**src/design/tfdr_pkg.sv**
```systemverilog
`timescale 1ns / 1ps
// ============================================================================
// tfdr_pkg
// Shared types and constants for the threshold fan duty ramp unit: state
// codes, register indexes, duty levels and the divider request and response.
// ============================================================================
package tfdr_pkg;

   // Duty levels in 1/256 percent
   localparam logic [14:0] DUTY_FULL = 15'd25600;
   localparam logic [14:0] DUTY_HIGH = 15'd19200;
   localparam logic [14:0] DUTY_ZERO = 15'd0;

   // Item function codes
   localparam logic FUNC_SAMPLE = 1'b0;
   localparam logic FUNC_TICK   = 1'b1;

   // Divider pass lengths: the step count fits in 15 bits, the delay in 32
   localparam logic [5:0] DIV_ITERS_STEPS = 6'd15;
   localparam logic [5:0] DIV_ITERS_DELAY = 6'd32;

   // Register map, one 32-bit register every four bytes
   localparam int CSR_ADDR_W = 4;

   typedef enum logic [1:0] {
      REG_LOW_THRESHOLD  = 2'd0,
      REG_HIGH_THRESHOLD = 2'd1,
      REG_RAMP_STEP      = 2'd2,
      REG_RAMP_TIME_MS   = 2'd3
   } reg_index_type;

   typedef enum logic [1:0] {
      ST_IDLE,
      ST_DIV_STEPS,
      ST_DIV_DELAY,
      ST_EMIT
   } state_type;

   // Request to the shared divider
   typedef struct packed {
      logic        start;
      logic [31:0] dividend;
      logic [15:0] divisor;
      logic [5:0]  iters;
   } div_req_type;

   // Answer of the shared divider
   typedef struct packed {
      logic        done;
      logic [31:0] quotient;
   } div_rsp_type;

endpackage

```
**src/design/tfdr_if.sv**
```systemverilog
`timescale 1ns / 1ps
// ============================================================================
// tfdr_if
// Valid/ready channels of the threshold fan duty ramp unit: the request
// channel (sample or tick) and the response channel (duty update).
// ============================================================================
interface tfdr_req_if;
   logic        valid;
   logic        ready;
   logic        func;
   logic [15:0] sensor_value;

   modport source (output valid, output func, output sensor_value, input ready);
   modport sink   (input valid, input func, input sensor_value, output ready);
endinterface

interface tfdr_rsp_if;
   logic        valid;
   logic        ready;
   logic [14:0] duty;
   logic        final_res;

   modport source (output valid, output duty, output final_res, input ready);
   modport sink   (input valid, input duty, input final_res, output ready);
endinterface

```
**src/design/tfdr_div.sv**
```systemverilog
`timescale 1ns / 1ps
// ============================================================================
// tfdr_div
// Restoring divider, one quotient bit per cycle. A pass runs for the number
// of iterations given at start; the quotient sits in the low bits after.
// ============================================================================
module tfdr_div
   import tfdr_pkg::*;
(
   input  logic        clock,
   input  logic        reset,
   input  div_req_type req,
   output div_rsp_type rsp
);

   logic [15:0] rem_ff, rem_in;
   logic [31:0] quo_ff, quo_in;
   logic [15:0] dvs_ff, dvs_in;
   logic [5:0]  cnt_ff, cnt_in;
   logic        done_ff, done_in;

   logic [16:0] shifted;
   logic [16:0] trial;
   logic        fits;

   // One restoring step: shift in the next dividend bit, subtract if it fits
   always_comb begin
      shifted = {rem_ff, quo_ff[31]};
      trial   = shifted - {1'b0, dvs_ff};
      fits    = (shifted >= {1'b0, dvs_ff});
   end

   // Load on start, else advance while iterations remain
   always_comb begin
      rem_in  = rem_ff;
      quo_in  = quo_ff;
      dvs_in  = dvs_ff;
      cnt_in  = cnt_ff;
      done_in = 1'b0;
      if (req.start) begin
         rem_in = 16'd0;
         quo_in = req.dividend;
         dvs_in = req.divisor;
         cnt_in = req.iters;
      end else if (cnt_ff != 6'd0) begin
         rem_in  = fits ? trial[15:0] : shifted[15:0];
         quo_in  = {quo_ff[30:0], fits};
         cnt_in  = cnt_ff - 6'd1;
         done_in = (cnt_ff == 6'd1);
      end
   end

   always_ff @(posedge clock) begin
      if (reset) begin
         cnt_ff  <= 6'd0;
         done_ff <= 1'b0;
      end else begin
         cnt_ff  <= cnt_in;
         done_ff <= done_in;
      end
      rem_ff <= rem_in;
      quo_ff <= quo_in;
      dvs_ff <= dvs_in;
   end

   assign rsp.done     = done_ff;
   assign rsp.quotient = quo_ff;

endmodule

```
**src/design/threshold_fan_duty_ramp_unit.sv**
```systemverilog
`timescale 1ns / 1ps
// ============================================================================
// threshold_fan_duty_ramp_unit
// Fan duty soft-start ramp driven by a sensor reading against two thresholds.
// ============================================================================
// A sample beat picks a target duty of 0, 75 or 100 percent (1/256 percent
// units), works out the step count and the delay per step on one shared
// bit-serial divider, and answers with the first ramp step; it is dropped
// when the ramp step is zero or above full scale. The divider runs one pass
// for the step count and, when the difference holds a whole step, a second
// for the delay. A tick beat releases the next step, or the exact target
// flagged by final_res, once the delay in ticks has run out. One response
// register parts the output side, so a new beat is taken while a finished
// response still waits.
// ============================================================================
module threshold_fan_duty_ramp_unit
   import tfdr_pkg::*;
(
   input  logic                  clock,
   input  logic                  reset,
   tfdr_req_if.sink              req_chan,
   tfdr_rsp_if.source            rsp_chan,
   input  logic                  psel,
   input  logic                  penable,
   input  logic                  pwrite,
   input  logic [CSR_ADDR_W-1:0] paddr,
   input  logic [31:0]           pwdata,
   output logic [31:0]           prdata,
   output logic                  pready
);

   // Configuration registers
   logic [15:0] low_thr_ff;
   logic [15:0] high_thr_ff;
   logic [15:0] ramp_step_ff;
   logic [31:0] ramp_time_ff;

   // Ramp state
   state_type   state_ff, state_in;
   logic [14:0] cur_duty_ff, cur_duty_in;
   logic [14:0] target_ff, target_in;
   logic        step_down_ff, step_down_in;
   logic [31:0] step_delay_ff, step_delay_in;
   logic [31:0] tick_cnt_ff, tick_cnt_in;
   logic        active_ff, active_in;

   // Response register
   logic        rsp_valid_ff, rsp_valid_in;
   logic [14:0] rsp_duty_ff, rsp_duty_in;
   logic        rsp_final_ff, rsp_final_in;

   div_req_type div_req;
   div_rsp_type div_rsp;

   logic        req_fire;
   logic        out_free;
   logic        emit;
   logic        step_ok;
   logic        is_sample;
   logic        is_tick;
   logic [14:0] smp_target;
   logic [14:0] smp_diff;
   logic [31:0] tick_next;
   logic        tick_last;
   logic [14:0] steps_q;
   logic [14:0] rel_diff;
   logic [16:0] up_sum;
   logic [14:0] rel_step;
   logic        rel_final;
   logic        csr_write;
   reg_index_type csr_index;

   // ---------------------------------------------------------------------
   // Configuration port
   // ---------------------------------------------------------------------
   assign pready    = 1'b1;
   assign csr_write = psel & penable & pwrite;
   assign csr_index = reg_index_type'(paddr[3:2]);

   always_ff @(posedge clock) begin
      if (reset) begin
         low_thr_ff   <= 16'd0;
         high_thr_ff  <= 16'd0;
         ramp_step_ff <= 16'd256;
         ramp_time_ff <= 32'd0;
      end else if (csr_write) begin
         case (csr_index)
            REG_LOW_THRESHOLD:  low_thr_ff   <= pwdata[15:0];
            REG_HIGH_THRESHOLD: high_thr_ff  <= pwdata[15:0];
            REG_RAMP_STEP:      ramp_step_ff <= pwdata[15:0];
            REG_RAMP_TIME_MS:   ramp_time_ff <= pwdata;
            default: ;
         endcase
      end
   end

   // Read back the addressed register
   always_comb begin
      case (csr_index)
         REG_LOW_THRESHOLD:  prdata = {16'd0, low_thr_ff};
         REG_HIGH_THRESHOLD: prdata = {16'd0, high_thr_ff};
         REG_RAMP_STEP:      prdata = {16'd0, ramp_step_ff};
         REG_RAMP_TIME_MS:   prdata = ramp_time_ff;
         default:            prdata = 32'd0;
      endcase
   end

   // ---------------------------------------------------------------------
   // Decode of the incoming beat
   // ---------------------------------------------------------------------
   assign req_fire  = req_chan.valid & req_chan.ready;
   assign is_sample = (req_chan.func == FUNC_SAMPLE);
   assign is_tick   = (req_chan.func == FUNC_TICK);
   assign step_ok   = (ramp_step_ff != 16'd0) && (ramp_step_ff <= {1'b0, DUTY_FULL});
   assign out_free  = ~rsp_valid_ff | rsp_chan.ready;

   // Pick the target level from the thresholds
   always_comb begin
      if (req_chan.sensor_value < low_thr_ff) begin
         smp_target = DUTY_ZERO;
      end else if (req_chan.sensor_value < high_thr_ff) begin
         smp_target = DUTY_HIGH;
      end else begin
         smp_target = DUTY_FULL;
      end
      smp_diff = (smp_target > cur_duty_ff) ? (smp_target - cur_duty_ff)
                                            : (cur_duty_ff - smp_target);
   end

   assign tick_next = tick_cnt_ff + 32'd1;
   assign tick_last = (tick_next >= step_delay_ff);
   assign steps_q   = div_rsp.quotient[14:0];

   // ---------------------------------------------------------------------
   // Sequencer: next state
   // ---------------------------------------------------------------------
   always_comb begin
      state_in = state_ff;
      case (state_ff)
         ST_IDLE: begin
            if (req_fire) begin
               if (is_sample && step_ok) begin
                  state_in = ST_DIV_STEPS;
               end else if (is_tick && active_ff && tick_last) begin
                  state_in = ST_EMIT;
               end
            end
         end
         ST_DIV_STEPS: begin
            if (div_rsp.done) begin
               state_in = (steps_q == 15'd0) ? ST_EMIT : ST_DIV_DELAY;
            end
         end
         ST_DIV_DELAY: begin
            if (div_rsp.done) begin
               state_in = ST_EMIT;
            end
         end
         ST_EMIT: begin
            if (out_free) begin
               state_in = ST_IDLE;
            end
         end
         default: state_in = ST_IDLE;
      endcase
   end

   // ---------------------------------------------------------------------
   // Sequencer: outputs and divider requests
   // ---------------------------------------------------------------------
   always_comb begin
      req_chan.ready   = 1'b0;
      emit             = 1'b0;
      div_req.start    = 1'b0;
      div_req.dividend = {smp_diff, 17'd0};
      div_req.divisor  = ramp_step_ff;
      div_req.iters    = DIV_ITERS_STEPS;
      case (state_ff)
         ST_IDLE: begin
            req_chan.ready = 1'b1;
            div_req.start  = req_fire & is_sample & step_ok;
         end
         ST_DIV_STEPS: begin
            div_req.start    = div_rsp.done & (steps_q != 15'd0);
            div_req.dividend = ramp_time_ff;
            div_req.divisor  = {1'b0, steps_q};
            div_req.iters    = DIV_ITERS_DELAY;
         end
         ST_DIV_DELAY: ;
         ST_EMIT: begin
            emit = out_free;
         end
         default: ;
      endcase
   end

   tfdr_div u_div (
      .clock (clock),
      .reset (reset),
      .req   (div_req),
      .rsp   (div_rsp)
   );

   // ---------------------------------------------------------------------
   // Release of one ramp stage: next step, clamped, or the exact target
   // ---------------------------------------------------------------------
   always_comb begin
      rel_diff  = (cur_duty_ff > target_ff) ? (cur_duty_ff - target_ff)
                                           : (target_ff - cur_duty_ff);
      rel_final = ({1'b0, rel_diff} <= ramp_step_ff);
      up_sum    = {2'b00, cur_duty_ff} + {1'b0, ramp_step_ff};
      if (step_down_ff) begin
         rel_step = ({1'b0, cur_duty_ff} <= ramp_step_ff) ? DUTY_ZERO
                  : (cur_duty_ff - ramp_step_ff[14:0]);
      end else begin
         rel_step = (up_sum > {2'b00, DUTY_FULL}) ? DUTY_FULL : up_sum[14:0];
      end
   end

   // ---------------------------------------------------------------------
   // Ramp state and response register updates
   // ---------------------------------------------------------------------
   always_comb begin
      cur_duty_in   = cur_duty_ff;
      target_in     = target_ff;
      step_down_in  = step_down_ff;
      step_delay_in = step_delay_ff;
      tick_cnt_in   = tick_cnt_ff;
      active_in     = active_ff;
      rsp_valid_in  = rsp_valid_ff & ~rsp_chan.ready;
      rsp_duty_in   = rsp_duty_ff;
      rsp_final_in  = rsp_final_ff;

      // Latch the new target and direction on a valid sample; count ticks while a ramp runs
      if (state_ff == ST_IDLE && req_fire) begin
         if (is_sample && step_ok) begin
            target_in    = smp_target;
            step_down_in = ~(smp_target > cur_duty_ff);
            tick_cnt_in  = 32'd0;
         end else if (is_tick && active_ff) begin
            tick_cnt_in = tick_last ? 32'd0 : tick_next;
         end
      end

      // Store the delay per step once known
      if (state_ff == ST_DIV_STEPS && div_rsp.done && steps_q == 15'd0) begin
         step_delay_in = 32'd1;
      end
      if (state_ff == ST_DIV_DELAY && div_rsp.done) begin
         step_delay_in = (div_rsp.quotient == 32'd0) ? 32'd1 : div_rsp.quotient;
      end

      // Hand one stage to the response register
      if (emit) begin
         rsp_valid_in = 1'b1;
         rsp_final_in = rel_final;
         if (rel_final) begin
            cur_duty_in = target_ff;
            rsp_duty_in = target_ff;
            active_in   = 1'b0;
         end else begin
            cur_duty_in = rel_step;
            rsp_duty_in = rel_step;
            active_in   = 1'b1;
         end
      end
   end

   always_ff @(posedge clock) begin
      if (reset) begin
         state_ff      <= ST_IDLE;
         cur_duty_ff   <= 15'd0;
         target_ff     <= 15'd0;
         step_down_ff  <= 1'b0;
         step_delay_ff <= 32'd1;
         tick_cnt_ff   <= 32'd0;
         active_ff     <= 1'b0;
         rsp_valid_ff  <= 1'b0;
      end else begin
         state_ff      <= state_in;
         cur_duty_ff   <= cur_duty_in;
         target_ff     <= target_in;
         step_down_ff  <= step_down_in;
         step_delay_ff <= step_delay_in;
         tick_cnt_ff   <= tick_cnt_in;
         active_ff     <= active_in;
         rsp_valid_ff  <= rsp_valid_in;
      end
      rsp_duty_ff  <= rsp_duty_in;
      rsp_final_ff <= rsp_final_in;
   end

   assign rsp_chan.valid     = rsp_valid_ff;
   assign rsp_chan.duty      = rsp_duty_ff;
   assign rsp_chan.final_res = rsp_final_ff;

   // ---------------------------------------------------------------------
   // Assertions
   // ---------------------------------------------------------------------
`ifndef SYNTH
   // Duty never leaves the 0..100 percent range
   a_duty_range: assert property (@(posedge clock) disable iff (reset)
      cur_duty_ff <= DUTY_FULL)
      else $error("current duty above full scale");

   // Delay per step is at least one tick
   a_delay_nonzero: assert property (@(posedge clock) disable iff (reset)
      step_delay_ff != 32'd0)
      else $error("step delay is zero");

   // A valid sample always starts the step count division
   a_sample_divides: assert property (@(posedge clock) disable iff (reset)
      (state_ff == ST_IDLE && req_fire && is_sample && step_ok)
         |=> (state_ff == ST_DIV_STEPS))
      else $error("sample did not start division");

   // The divider only finishes while the sequencer waits for it
   a_div_done_owned: assert property (@(posedge clock) disable iff (reset)
      div_rsp.done |-> (state_ff == ST_DIV_STEPS || state_ff == ST_DIV_DELAY))
      else $error("divider finished outside a division state");
`endif

endmodule

```
**src/flat_wrapper.sv**
```systemverilog
// flat-port wrapper written by rule: the top's interface ports become plain ports
module threshold_fan_duty_ramp_unit_flat import tfdr_pkg::*;
  (clock, reset, psel, penable, pwrite, paddr, pwdata, prdata, pready, req_chan_valid, req_chan_func, req_chan_sensor_value, req_chan_ready, rsp_chan_valid, rsp_chan_duty, rsp_chan_final_res, rsp_chan_ready);
  tfdr_req_if req_chan_i ();
  tfdr_rsp_if rsp_chan_i ();
  input  logic clock;
  input  logic reset;
  input  logic psel;
  input  logic penable;
  input  logic pwrite;
  input  logic [CSR_ADDR_W-1:0] paddr;
  input  logic [31:0] pwdata;
  output logic [31:0] prdata;
  output logic pready;
  input wire logic [$bits(req_chan_i.valid)-1:0] req_chan_valid;
  input wire logic [$bits(req_chan_i.func)-1:0] req_chan_func;
  input wire logic [$bits(req_chan_i.sensor_value)-1:0] req_chan_sensor_value;
  output wire logic [$bits(req_chan_i.ready)-1:0] req_chan_ready;
  output wire logic [$bits(rsp_chan_i.valid)-1:0] rsp_chan_valid;
  output wire logic [$bits(rsp_chan_i.duty)-1:0] rsp_chan_duty;
  output wire logic [$bits(rsp_chan_i.final_res)-1:0] rsp_chan_final_res;
  input wire logic [$bits(rsp_chan_i.ready)-1:0] rsp_chan_ready;
  assign req_chan_i.valid = req_chan_valid;
  assign req_chan_i.func = req_chan_func;
  assign req_chan_i.sensor_value = req_chan_sensor_value;
  assign req_chan_ready = req_chan_i.ready;
  assign rsp_chan_valid = rsp_chan_i.valid;
  assign rsp_chan_duty = rsp_chan_i.duty;
  assign rsp_chan_final_res = rsp_chan_i.final_res;
  assign rsp_chan_i.ready = rsp_chan_ready;
  threshold_fan_duty_ramp_unit u_core (.clock(clock), .reset(reset), .req_chan(req_chan_i), .rsp_chan(rsp_chan_i), .psel(psel), .penable(penable), .pwrite(pwrite), .paddr(paddr), .pwdata(pwdata), .prdata(prdata), .pready(pready));
endmodule
```
**config.mk**
```make
export PLATFORM = sky130hd
export DESIGN_NAME = threshold_fan_duty_ramp_unit_flat
export DESIGN_NICKNAME = d
export VERILOG_FILES = /design/src/design/tfdr_pkg.sv /design/src/design/tfdr_if.sv /design/src/design/tfdr_div.sv /design/src/design/threshold_fan_duty_ramp_unit.sv /design/src/flat_wrapper.sv
export SDC_FILE = /design/constraint.sdc
export NUM_CORES = 1
export LEC_CHECK = 0
export CORE_MARGIN = 2
export CORE_UTILIZATION = 60
export CTS_CLUSTER_SIZE = 14
export DETAILED_ROUTE_END_ITERATION = 10
export DONT_BUFFER_PORTS = 1
export GPL_ROUTABILITY_DRIVEN = 0
export PLACE_DENSITY = 0.81
export SLEW_MARGIN = 10
export SYNTH_ARGS = -nofsm -noshare
export SYNTH_HDL_FRONTEND = slang
export SYNTH_SLANG_ARGS = --single-unit
```
**constraint.sdc**
```tcl
create_clock -name clock -period 6.9 [get_ports clock]
set_input_delay 2.07 -clock clock [delete_from_list [all_inputs] [get_ports clock]]
set_output_delay 2.07 -clock clock [all_outputs]
set_load 0.02 [all_outputs]
```
==> impl_metrics.yaml, run 1 <==
pwr:
  internal-power_mw: 3.29
  peakVddDrop_uv: 209
  power_mw: 5.00
  p_clk_share_pct: 31.6
  combPwrFrac_pct: 27.9
  switching_share_pct: 34.3
  p_per_area_mw_per_mm2: 276
  seq_power_share_pct: 40.6
  power.leakage_nw: 7.14
  switchingPower_mw: 1.71
worst_setup_path:
  crit_type: "reg -> reg"
  reg2reg_depth: 23
  endpoint: "u_core.rsp_chan.duty[10]"
  crit_path_start: "u_core.target_ff[11]"
  cp_max_fo: 9
  rr_startpoint: "u_core.target_ff[11]"
  arrival_ps: 6320
  rr_endpoint: "u_core.rsp_chan.duty[10]"
  end_kind: "register"
  critical_path_required_ps: 7190
  rrSetupSlack_ps: 880
  start_kind: "register"
final_layout:
  num-nets-final: 2213
  area_delta_synth_final_pct: 6.67
  n_antenna_cell: 0
  fin_util_pct: 65.1
  fillers: 2309
  drive_gt1_share_pct: 5.70
yosys:
  syn_area_mm2: 0.0170
  seq_area_frac_synth_pct: 33.7
  syn-num-nets: 2281
  syn_inst: 2065
  synthDistinctLibCells: 91
  synthArstFlopShare_pct: 0
  yosys_most_used_dff: "dfxtp_1"
  ys_ff_latch: 254
  synth-edff-count: 64
  ys_warn_count: 0
  synth.avg_cell_area_um2: 8.24
min_path:
  hold_class: "reg -> reg"
sta:
  tns_ps: 0
  drv_slew: 0
  setup_violations: 0
  relSlewSlack_pct: 26.1
  tightest_slew_ps: 1100
  hold_violations: 0
  fin_skew_ps: 12.5
  timing.final.crit_share_pct: 87.3
  max_freq_mhz: 166
  layout_setup_ws_ps: 877
  rsz0062_at_grt: "false"
  finalCriticalPeriod_ps: 6020
global_route:
  grt_usage_pct: 32.9
  grt_pass1_vias: 14659
  grt_start_max_net_pins: 144
  antenna_found_initial: 1
  grt_remaining_overflow: 0
  grt_first_pass_wirelength_mm: 77.8
drt:
  drt_first_pass_iters: 7
  drc: 0
  routed_via_density: 6.47
  routedWlPerCell_um: 20.4
  dr.first_iter.drc_count: 1791
  ant_nets: 0
  vias: 15495
  drt-total-wl_mm: 48.9
cts:
  cts_buffers: 28
  root_buffer: "clkbuf_16"
  htree_levels: 1
  clk_path_buf_depth: 3
  clkLatencyLatePin_ps: 550
  post_cts_buffers: 0
  cts_sinks: 254
  tritoncts: "yes"
  post_cts_resized: 0
  ctsHoldBuffers: 0
  clkTransAtPathRegs_ps: 60
floorplan:
  pin_count: 111
  num_rows: 61
  initial_core_util_pct: 61.1
  dieArea_mm2: 0.0297
  die_w_um: 172
  core-area_mm2: 0.0279
  die_y_um: 172
place:
  io_buffers: 0
  dp_hpwl_mm: 35.8
  dp_worst_setup_slack_ps: 485
flow_run:
  cap_violations: 0
outcome:
  outcome: "complete, no violations"
-- layer usage --
metal,routed length (µm),track usage (%),part of all wire (%)
met1,19100,41.7,39
met2,22800,54.5,47
met3,4400,5.65,9.0
met4,2690,15.7,5.5
met5,13,0,0.027
-- cell families (layout without fill, tap and decap cells) --
logic type,after synthesis,after routing,share of synthesized area [%]
flip-flops,254,254,33.7
AO/OA/AOI/OAI,535,535,20.7
adder cells (fa/ha/maj),156,156,11.7
AND/OR/NAND/NOR,731,731,20.0
buffers and inverters,267,219,6.18
other,1,1,0.0220
multiplexers,36,36,3.33
XOR/XNOR,85,85,4.38
-- cells in the mapped netlist, drive strengths merged, types with 5 or more instances --
cell type | count | area [µm²]
or3 | 12 | 75.1
a21oi | 190 | 962
and3 | 33 | 206
a2111oi | 5 | 75.1
edfxtp | 64 | 1920
nand3 | 70 | 363
a311oi | 6 | 52.6
nand2b | 18 | 113
xor2 | 25 | 219
nand4 | 19 | 119
fa | 5 | 100
dfxtp | 190 | 3800
a22oi | 34 | 255
o311ai | 10 | 87.6
o211ai | 9 | 67.6
nor3b | 7 | 52.6
mux2 | 5 | 56.3
mux2i | 15 | 150
o31ai | 13 | 111
o22ai | 14 | 87.6
buf | 24 | 139
o21a | 21 | 158
inv | 153 | 574
nor3 | 39 | 200
a21o | 43 | 324
o21ai | 80 | 404
a31oi | 16 | 100
nand4b | 8 | 70.1
a211oi | 14 | 110
or2 | 10 | 62.6
a41oi | 9 | 78.8
clkbuf | 89 | 334
nor2b | 18 | 113
o41ai | 5 | 51.3
mux4 | 16 | 360
and2 | 17 | 106
xnor2 | 60 | 526
nor4 | 15 | 100
and4 | 6 | 52.6
ha | 151 | 1890
o21bai | 16 | 120
nand2 | 299 | 1120
nor2 | 149 | 559
-- worst max-delay path, cell delays in order (launching register included) --
cell,delay [ps]
dfxtp_1,550
inv_1,130
ha_1,340
inv_1,120
o21bai_1,90
a21o_1,190
a211o_1,310
a21o_1,190
a21oi_1,300
a41oi_1,220
buf_4,310
mux2i_1,130
xnor2_1,150
ha_1,300
o21a_1,110
a21oi_1,60
o32ai_1,300
o21bai_1,150
o21a_1,220
inv_1,190
nor4_2,520
and2_1,420
nand3_1,200
and3_1,270
-- power groups by stage --
stage                     Sequential (mW)  Combinational, mW  Clock (mW)
after floorplan                      1.93               1.13           0
after global placement               2.03               1.31           0
after detailed placement             2.04               1.37           0
after CTS                            2.01               1.38        1.59
after global routing                 2.04               1.57        1.65
final                                2.03               1.39        1.58
-- worst min path at each step --
stage | startpoint | endpoint | slack (ps) | cells past startpoint
6_report | u_core.high_thr_ff[14] | u_core.high_thr_ff[14] | 470 | 2
5_1_grt | u_core.ramp_time_ff[0] | u_core.ramp_time_ff[0] | 490 | 2
4_1_cts | u_core.high_thr_ff[14] | u_core.high_thr_ff[14] | 470 | 2
3_5_place_dp | u_core.high_thr_ff[14] | u_core.high_thr_ff[14] | 460 | 2
3_3_place_gp | u_core.tick_cnt_ff[17] | u_core.tick_cnt_ff[17] | 440 | 2
2_1_floorplan | u_core.tick_cnt_ff[17] | u_core.tick_cnt_ff[17] | 440 | 2
-- cells in the final DEF, fill, tap and decap left out, types with 13 or more instances in the layout --
cell type  instances
nor4_1            14
a21o_1            42
a211oi_1          13
o21bai_1          16
a21oi_1          189
mux4_2            16
mux2i_1           15
xnor2_1           60
nor2_1           148
nand2b_1          18
and2_1            17
nand3_1           69
o21a_1            21
buf_4             15
inv_1            153
nor3_1            38
xor2_1            25
and3_1            33
nor2b_1           18
ha_1             150
clkbuf_16         31
o21ai_0           78
a22oi_1           34
nand4_1           19
dfxtp_1          190
nand2_1          299
edfxtp_1          64
o22ai_1           14
a31oi_1           13
-- state kept, by name (all words and copies together), names as in the netlist, 2 cells and up --
name                  cells
u_core.state_ff           2
u_core.low_thr_ff        16
u_core.ramp_time_ff      32
u_core.tick_cnt_ff       32
u_core.rsp_chan.duty     15
u_core.u_div.dvs_ff      16
u_core.u_div.quo_ff      32
u_core.ramp_step_ff      16
u_core.step_delay_ff     32
u_core.cur_duty_ff       15
u_core.u_div.rem_ff      16
u_core.target_ff          3
u_core.u_div.cnt_ff       6
u_core.high_thr_ff       16
-- layout make-up --
type                       instances  area (µm²)  area share, %
multi-input combinational       1544       10300           56.7
inverter                         154         578           3.19
clock buffer                      38         832           4.59
clock inverter                    12         139          0.765
sequential                       254        5730           31.6
timing repair buffer              15         113          0.621
tap                              378         473           2.61
-- stage by stage --
stage | cell area (µm²) | hold slack (ps) | std cells
3_5_place_dp | 17200 | 458 | 2345
3_3_place_gp | 17200 | 438 | 2345
4_1_cts | 18100 | 467 | 2395
2_1_floorplan | 17000 | 436 | 2065
6_report | 18100 | 469 | 2395
5_1_grt | 18100 | 493 | 2395
Power figures use the tool's default switching activity.
==> run 2, diff against run 1 <==
Settings changed: CORE_UTILIZATION 60 to 55, PLACE_DENSITY 0.81 to 0.75, TNS_END_PERCENT set to 1.
==> impl_metrics.yaml, run 2 (same netlist as run 1, synthesis figures left out) <==
sta:
  layout_setup_ws_ps: 790
  setup_violations: 0
  max_freq_mhz: 164
  hold_violations: 0
  drv_slew: 0
  finalCriticalPeriod_ps: 6110
  fin_skew_ps: 9.96
  tightest_slew_ps: 1230
  timing.final.crit_share_pct: 88.6
  tns_ps: 0
  relSlewSlack_pct: 17.9
  rsz0062_at_grt: "false"
drt:
  dr.first_iter.drc_count: 1483
  routedWlPerCell_um: 20.4
  ant_nets: 0
  drt_first_pass_iters: 8
  drt-total-wl_mm: 49.4
  routed_via_density: 6.34
  drc: 0
  vias: 15310
place:
  placed_area_mm2: 0.0172
  dp_hpwl_mm: 36.7
  dp_worst_setup_slack_ps: 374
  dpl.cell_count: 2363
  io_buffers: 0
cts:
  cts_sinks: 254
  htree_levels: 1
  root_buffer: "clkbuf_16"
  post_cts_resized: 0
  post_cts_buffers: 0
  clkTransAtPathRegs_ps: 60
  clkLatencyLatePin_ps: 550
  cts_buffers: 28
  clk_path_buf_depth: 3
  tritoncts: "yes"
  ctsHoldBuffers: 0
global_route:
  grt_pass1_vias: 14421
  antenna_found_initial: 3
  grt_remaining_overflow: 0
  grt_usage_pct: 29.5
  grt_start_max_net_pins: 144
  grt_first_pass_wirelength_mm: 77.9
floorplan:
  num_rows: 64
  die_w_um: 180
  initial_core_util_pct: 55.7
  die_y_um: 180
  dieArea_mm2: 0.0323
  pin_count: 111
  core-area_mm2: 0.0305
worst_setup_path:
  max_stage_delay_ps: 540
  path_common_cell: "inv_1"
  cp_slowest_cell: "dfxtp_1"
  start_kind: "register"
  crit_chain: "inv_1, ha_1, inv_1, o21bai_1, a21o_1, a211o_1, a21o_1, a21oi_1, a41oi_1, buf_4, mux2i_1, xnor2_1, ha_1, o21a_1, a21oi_1, o32ai_1, o21bai_1, o21a_1, inv_1, nor4_2, and2_1, nand3_1, and3_1"
  cp_max_fo: 9
  cp_num_buf_inv: 4
  critical_path_required_ps: 7190
  end_kind: "register"
  crit_type: "reg -> reg"
  arrival_ps: 6400
  path_delay_family: "compound AO/OA/AOI/OAI gates"
final_layout:
  finalInstanceArea_mm2: 0.0182
  seq_area_mm2: 0.00573
  drive_gt1_share_pct: 5.79
  multi_input_area_mm2: 0.0103
  area_delta_synth_final_pct: 6.75
  fillers: 2651
  layout_commonest_cell: "nand2_1"
  layout_common_cells: "nand2_1, dfxtp_1, a21oi_1"
  num-nets-final: 2213
  finalNonFillerCells: 2416
pwr:
  peakVddDrop_uv: 218
  power_mw: 4.97
  switchingPower_mw: 1.71
  internal-power_mw: 3.26
  power.leakage_nw: 7.13
  p_per_area_mw_per_mm2: 274
  seq_power_share_pct: 40.8
  p_clk_share_pct: 31.2
  combPwrFrac_pct: 28.0
  switching_share_pct: 34.5
outcome:
  outcome: "complete, no violations"
flow_run:
  cap_violations: 0
min_path:
  hold_class: "reg -> reg"
[run 2: cell type report]
class,instances,area share (%)
multi-input combinational,1544,56.7
sequential,254,31.5
clock buffer,35,4.35
inverter,154,3.18
tap,396,2.73
clock inverter,17,0.910
timing repair buffer,15,0.620
antenna,1,0.0138
[run 2: power groups by stage]
stage / registers (mW) / logic [mW] / clock network [mW]
finish: 2.03 / 1.39 / 1.55
global route: 2.04 / 1.56 / 1.63
global placement: 2.04 / 1.33 / 0
floorplan: 1.93 / 1.13 / 0
detailed placement: 2.05 / 1.37 / 0
CTS: 2.02 / 1.38 / 1.57
[run 2: stage by stage]
step | util (%) | hold WS [ps]
finish | 59.5 | 468
global route | 59.5 | 490
CTS | 59.5 | 458
detailed placement | 56.4 | 450
global placement | 56.4 | 439
floorplan | - | 436
[run 2: tightest hold or removal path: stages, from the launching register on]
cell     delay, ps
dfxtp_1        310
nand2_1         50
a21oi_1         60
[run 2: layer usage]
metal	vias to the layer above	GRT usage (%)	share of wire [%]
li1	7177	-	-
met1	7275	38.3	41
met2	699	48.7	46
met3	155	4.84	8.5
met4	4	12.5	4.7
met5	-	0	0.057
[run 2: path summary, 6_finish.rpt]
| check | start | end | slack (ps) | cells after the start |
|---|---|---|---|---|
| setup / recovery | u_core.target_ff[11] | u_core.rsp_chan.duty[10] | 790 | 23 |
| hold reg to reg | u_core.tick_cnt_ff[17] | u_core.tick_cnt_ff[17] | 470 | 2 |
| hold / removal | u_core.tick_cnt_ff[17] | u_core.tick_cnt_ff[17] | 470 | 2 |
| setup reg to reg | u_core.target_ff[11] | u_core.rsp_chan.duty[10] | 790 | 23 |
==> run 3, diff against run 2 <==
==> constraint.sdc (replaced) <==
create_clock -name clock -period 6.9 [get_ports clock]
set_input_delay 1.725 -clock clock [delete_from_list [all_inputs] [get_ports clock]]
set_output_delay 1.725 -clock clock [all_outputs]
set_load 0.02 [all_outputs]
==> impl_metrics.yaml, run 3 (same netlist as run 1, synthesis figures left out) <==
outcome:
  outcome: "complete, no violations"
sta:
  setup_violations: 0
  holdWs_ps: 463
  max_freq_mhz: 168
  tightest_slew_ps: 1160
  tns_ps: 0
  rsz0062_at_grt: "false"
  hold_violations: 0
  fin_skew_ps: 16.1
  timing.final.crit_share_pct: 86.5
  drv_slew: 0
  finalCriticalPeriod_ps: 5970
  relSlewSlack_pct: 22.5
worst_setup_path:
  critical_path_required_ps: 7320
  crit_type: "reg -> reg"
  end_kind: "register"
  cp_max_fo: 9
  reg2reg_depth: 23
  crit_chain: "inv_1, ha_1, inv_1, o21bai_1, a21o_1, a211o_1, a21o_1, a21oi_1, a41oi_1, buf_4, mux2i_1, xnor2_1, ha_1, o21a_1, a21oi_1, o32ai_1, o21bai_1, o21a_1, inv_1, nor4_2, and2_1, a31oi_1, a2111oi_2"
  cp_slowest_cell: "dfxtp_1"
  start_kind: "register"
  arrival_ps: 6380
  path_common_cell: "inv_1"
  critical_path_depth: 23
  max_stage_delay_ps: 550
  path_delay_family: "compound AO/OA/AOI/OAI gates"
  cp_num_buf_inv: 4
drt:
  dr.first_iter.drc_count: 1483
  ant_nets: 0
  vias: 15306
  routed_via_density: 6.34
  drt-total-wl_mm: 48.9
  drt_first_pass_iters: 6
  drc: 0
  routedWlPerCell_um: 20.3
min_path:
  whs_path_depth: 2
  hold_class: "reg -> reg"
cts:
  post_cts_resized: 0
  ctsHoldBuffers: 0
  cts_sinks: 254
  clkLatencyLatePin_ps: 550
  cts_buffers: 29
  root_buffer: "clkbuf_16"
  clkTransAtPathRegs_ps: 60
  htree_levels: 1
  tritoncts: "yes"
  post_cts_buffers: 0
  clk_path_buf_depth: 3
floorplan:
  initial_core_util_pct: 55.7
  dieArea_mm2: 0.0323
  num_rows: 64
  die_y_um: 180
  core-area_mm2: 0.0305
  die_w_um: 180
  pin_count: 111
final_layout:
  fillers: 2664
  num-nets-final: 2213
  drive_gt1_share_pct: 5.60
  n_antenna_cell: 0
  area_delta_synth_final_pct: 6.44
  layout_common_cells: "nand2_1, dfxtp_1, a21oi_1"
  layout_commonest_cell: "nand2_1"
place:
  dp_hpwl_mm: 36.0
  io_buffers: 0
pwr:
  peakVddDrop_uv: 207
  p_per_area_mw_per_mm2: 270
  power.leakage_nw: 7.10
global_route:
  grt_start_max_net_pins: 144
  grt_remaining_overflow: 0
  grt_usage_pct: 29.2
  grt_pass1_vias: 14561
  grt_first_pass_wirelength_mm: 77.9
  antenna_found_initial: 0
flow_run:
  cap_violations: 0
==> run 3: cell count changes in the layout (fill, tap and decap cells not counted) <==
| cell | before | now |
|---|---|---|
| clkinvlp_4 | 2 | 3 |
| clkinv_1 | 6 | 8 |
| clkbuf_16 | 30 | 29 |
| bufinv_16 | 3 | 2 |
| diode_2 | 1 | 0 |
| clkinv_2 | 6 | 5 |
| inv_4 | 1 | 0 |
| clkbuf_8 | 2 | 1 |
| inv_6 | 1 | 2 |
| nor3_4 | 0 | 1 |
| nor3_2 | 2 | 1 |
| buf_4 | 15 | 14 |
| clkbuf_1 | 3 | 5 |
==> run 3: power by group <==
group          switching [mW]  internal [mW]  leakage (nW)
registers               0.232           1.79          2.16
logic                   0.845          0.542          4.50
clock network           0.629          0.855         0.437
total                    1.71           3.19          7.10
==> run 3: layout make-up <==
type	count	area (µm²)	share of cell area [%]
Tap cell	396	495	2.74
Clock inverter	18	148	0.815
Sequential cell	254	5730	31.6
Multi-Input combinational cell	1544	10300	56.9
Clock buffer	35	758	4.19
Timing Repair Buffer	14	105	0.581
Inverter	154	578	3.19
==> run 3: tightest hold or removal path: stages, from the launching register on <==
cell	delay, ps
dfxtp_1	310
nand2_1	50
a21oi_1	50
==> run 3: routing by layer <==
layer	share of wire [%]	GRT usage [%]
met2	47	48.8
met1	40	37.9
met5	0	0
met3	8.1	4.46
met4	4.8	12.0
==> run 3: worst paths after layout <==
check | from | to | slack, ps
worst min-delay path | u_core.tick_cnt_ff[17] | u_core.tick_cnt_ff[17] | 460
worst max-delay path | u_core.target_ff[11] | u_core.cur_duty_ff[9] | 930
worst min register to register | u_core.tick_cnt_ff[17] | u_core.tick_cnt_ff[17] | 460
worst max register to register | u_core.target_ff[11] | u_core.cur_duty_ff[9] | 930
==> run 3: metrics by stage <==
stage / total power [mW] / setup WS, ps / std cells / cell area [µm²] / utilization [%]
floorplan: 3.06 / 1490 / 2065 / 17000 / -
global placement: 3.36 / 777 / 2362 / 17200 / 56.4
detailed placement: 3.41 / 692 / 2362 / 17200 / 56.4
CTS: 4.88 / 1050 / 2415 / 18100 / 59.3
global route: 5.15 / 645 / 2415 / 18100 / 59.3
finish: 4.90 / 933 / 2415 / 18100 / 59.3
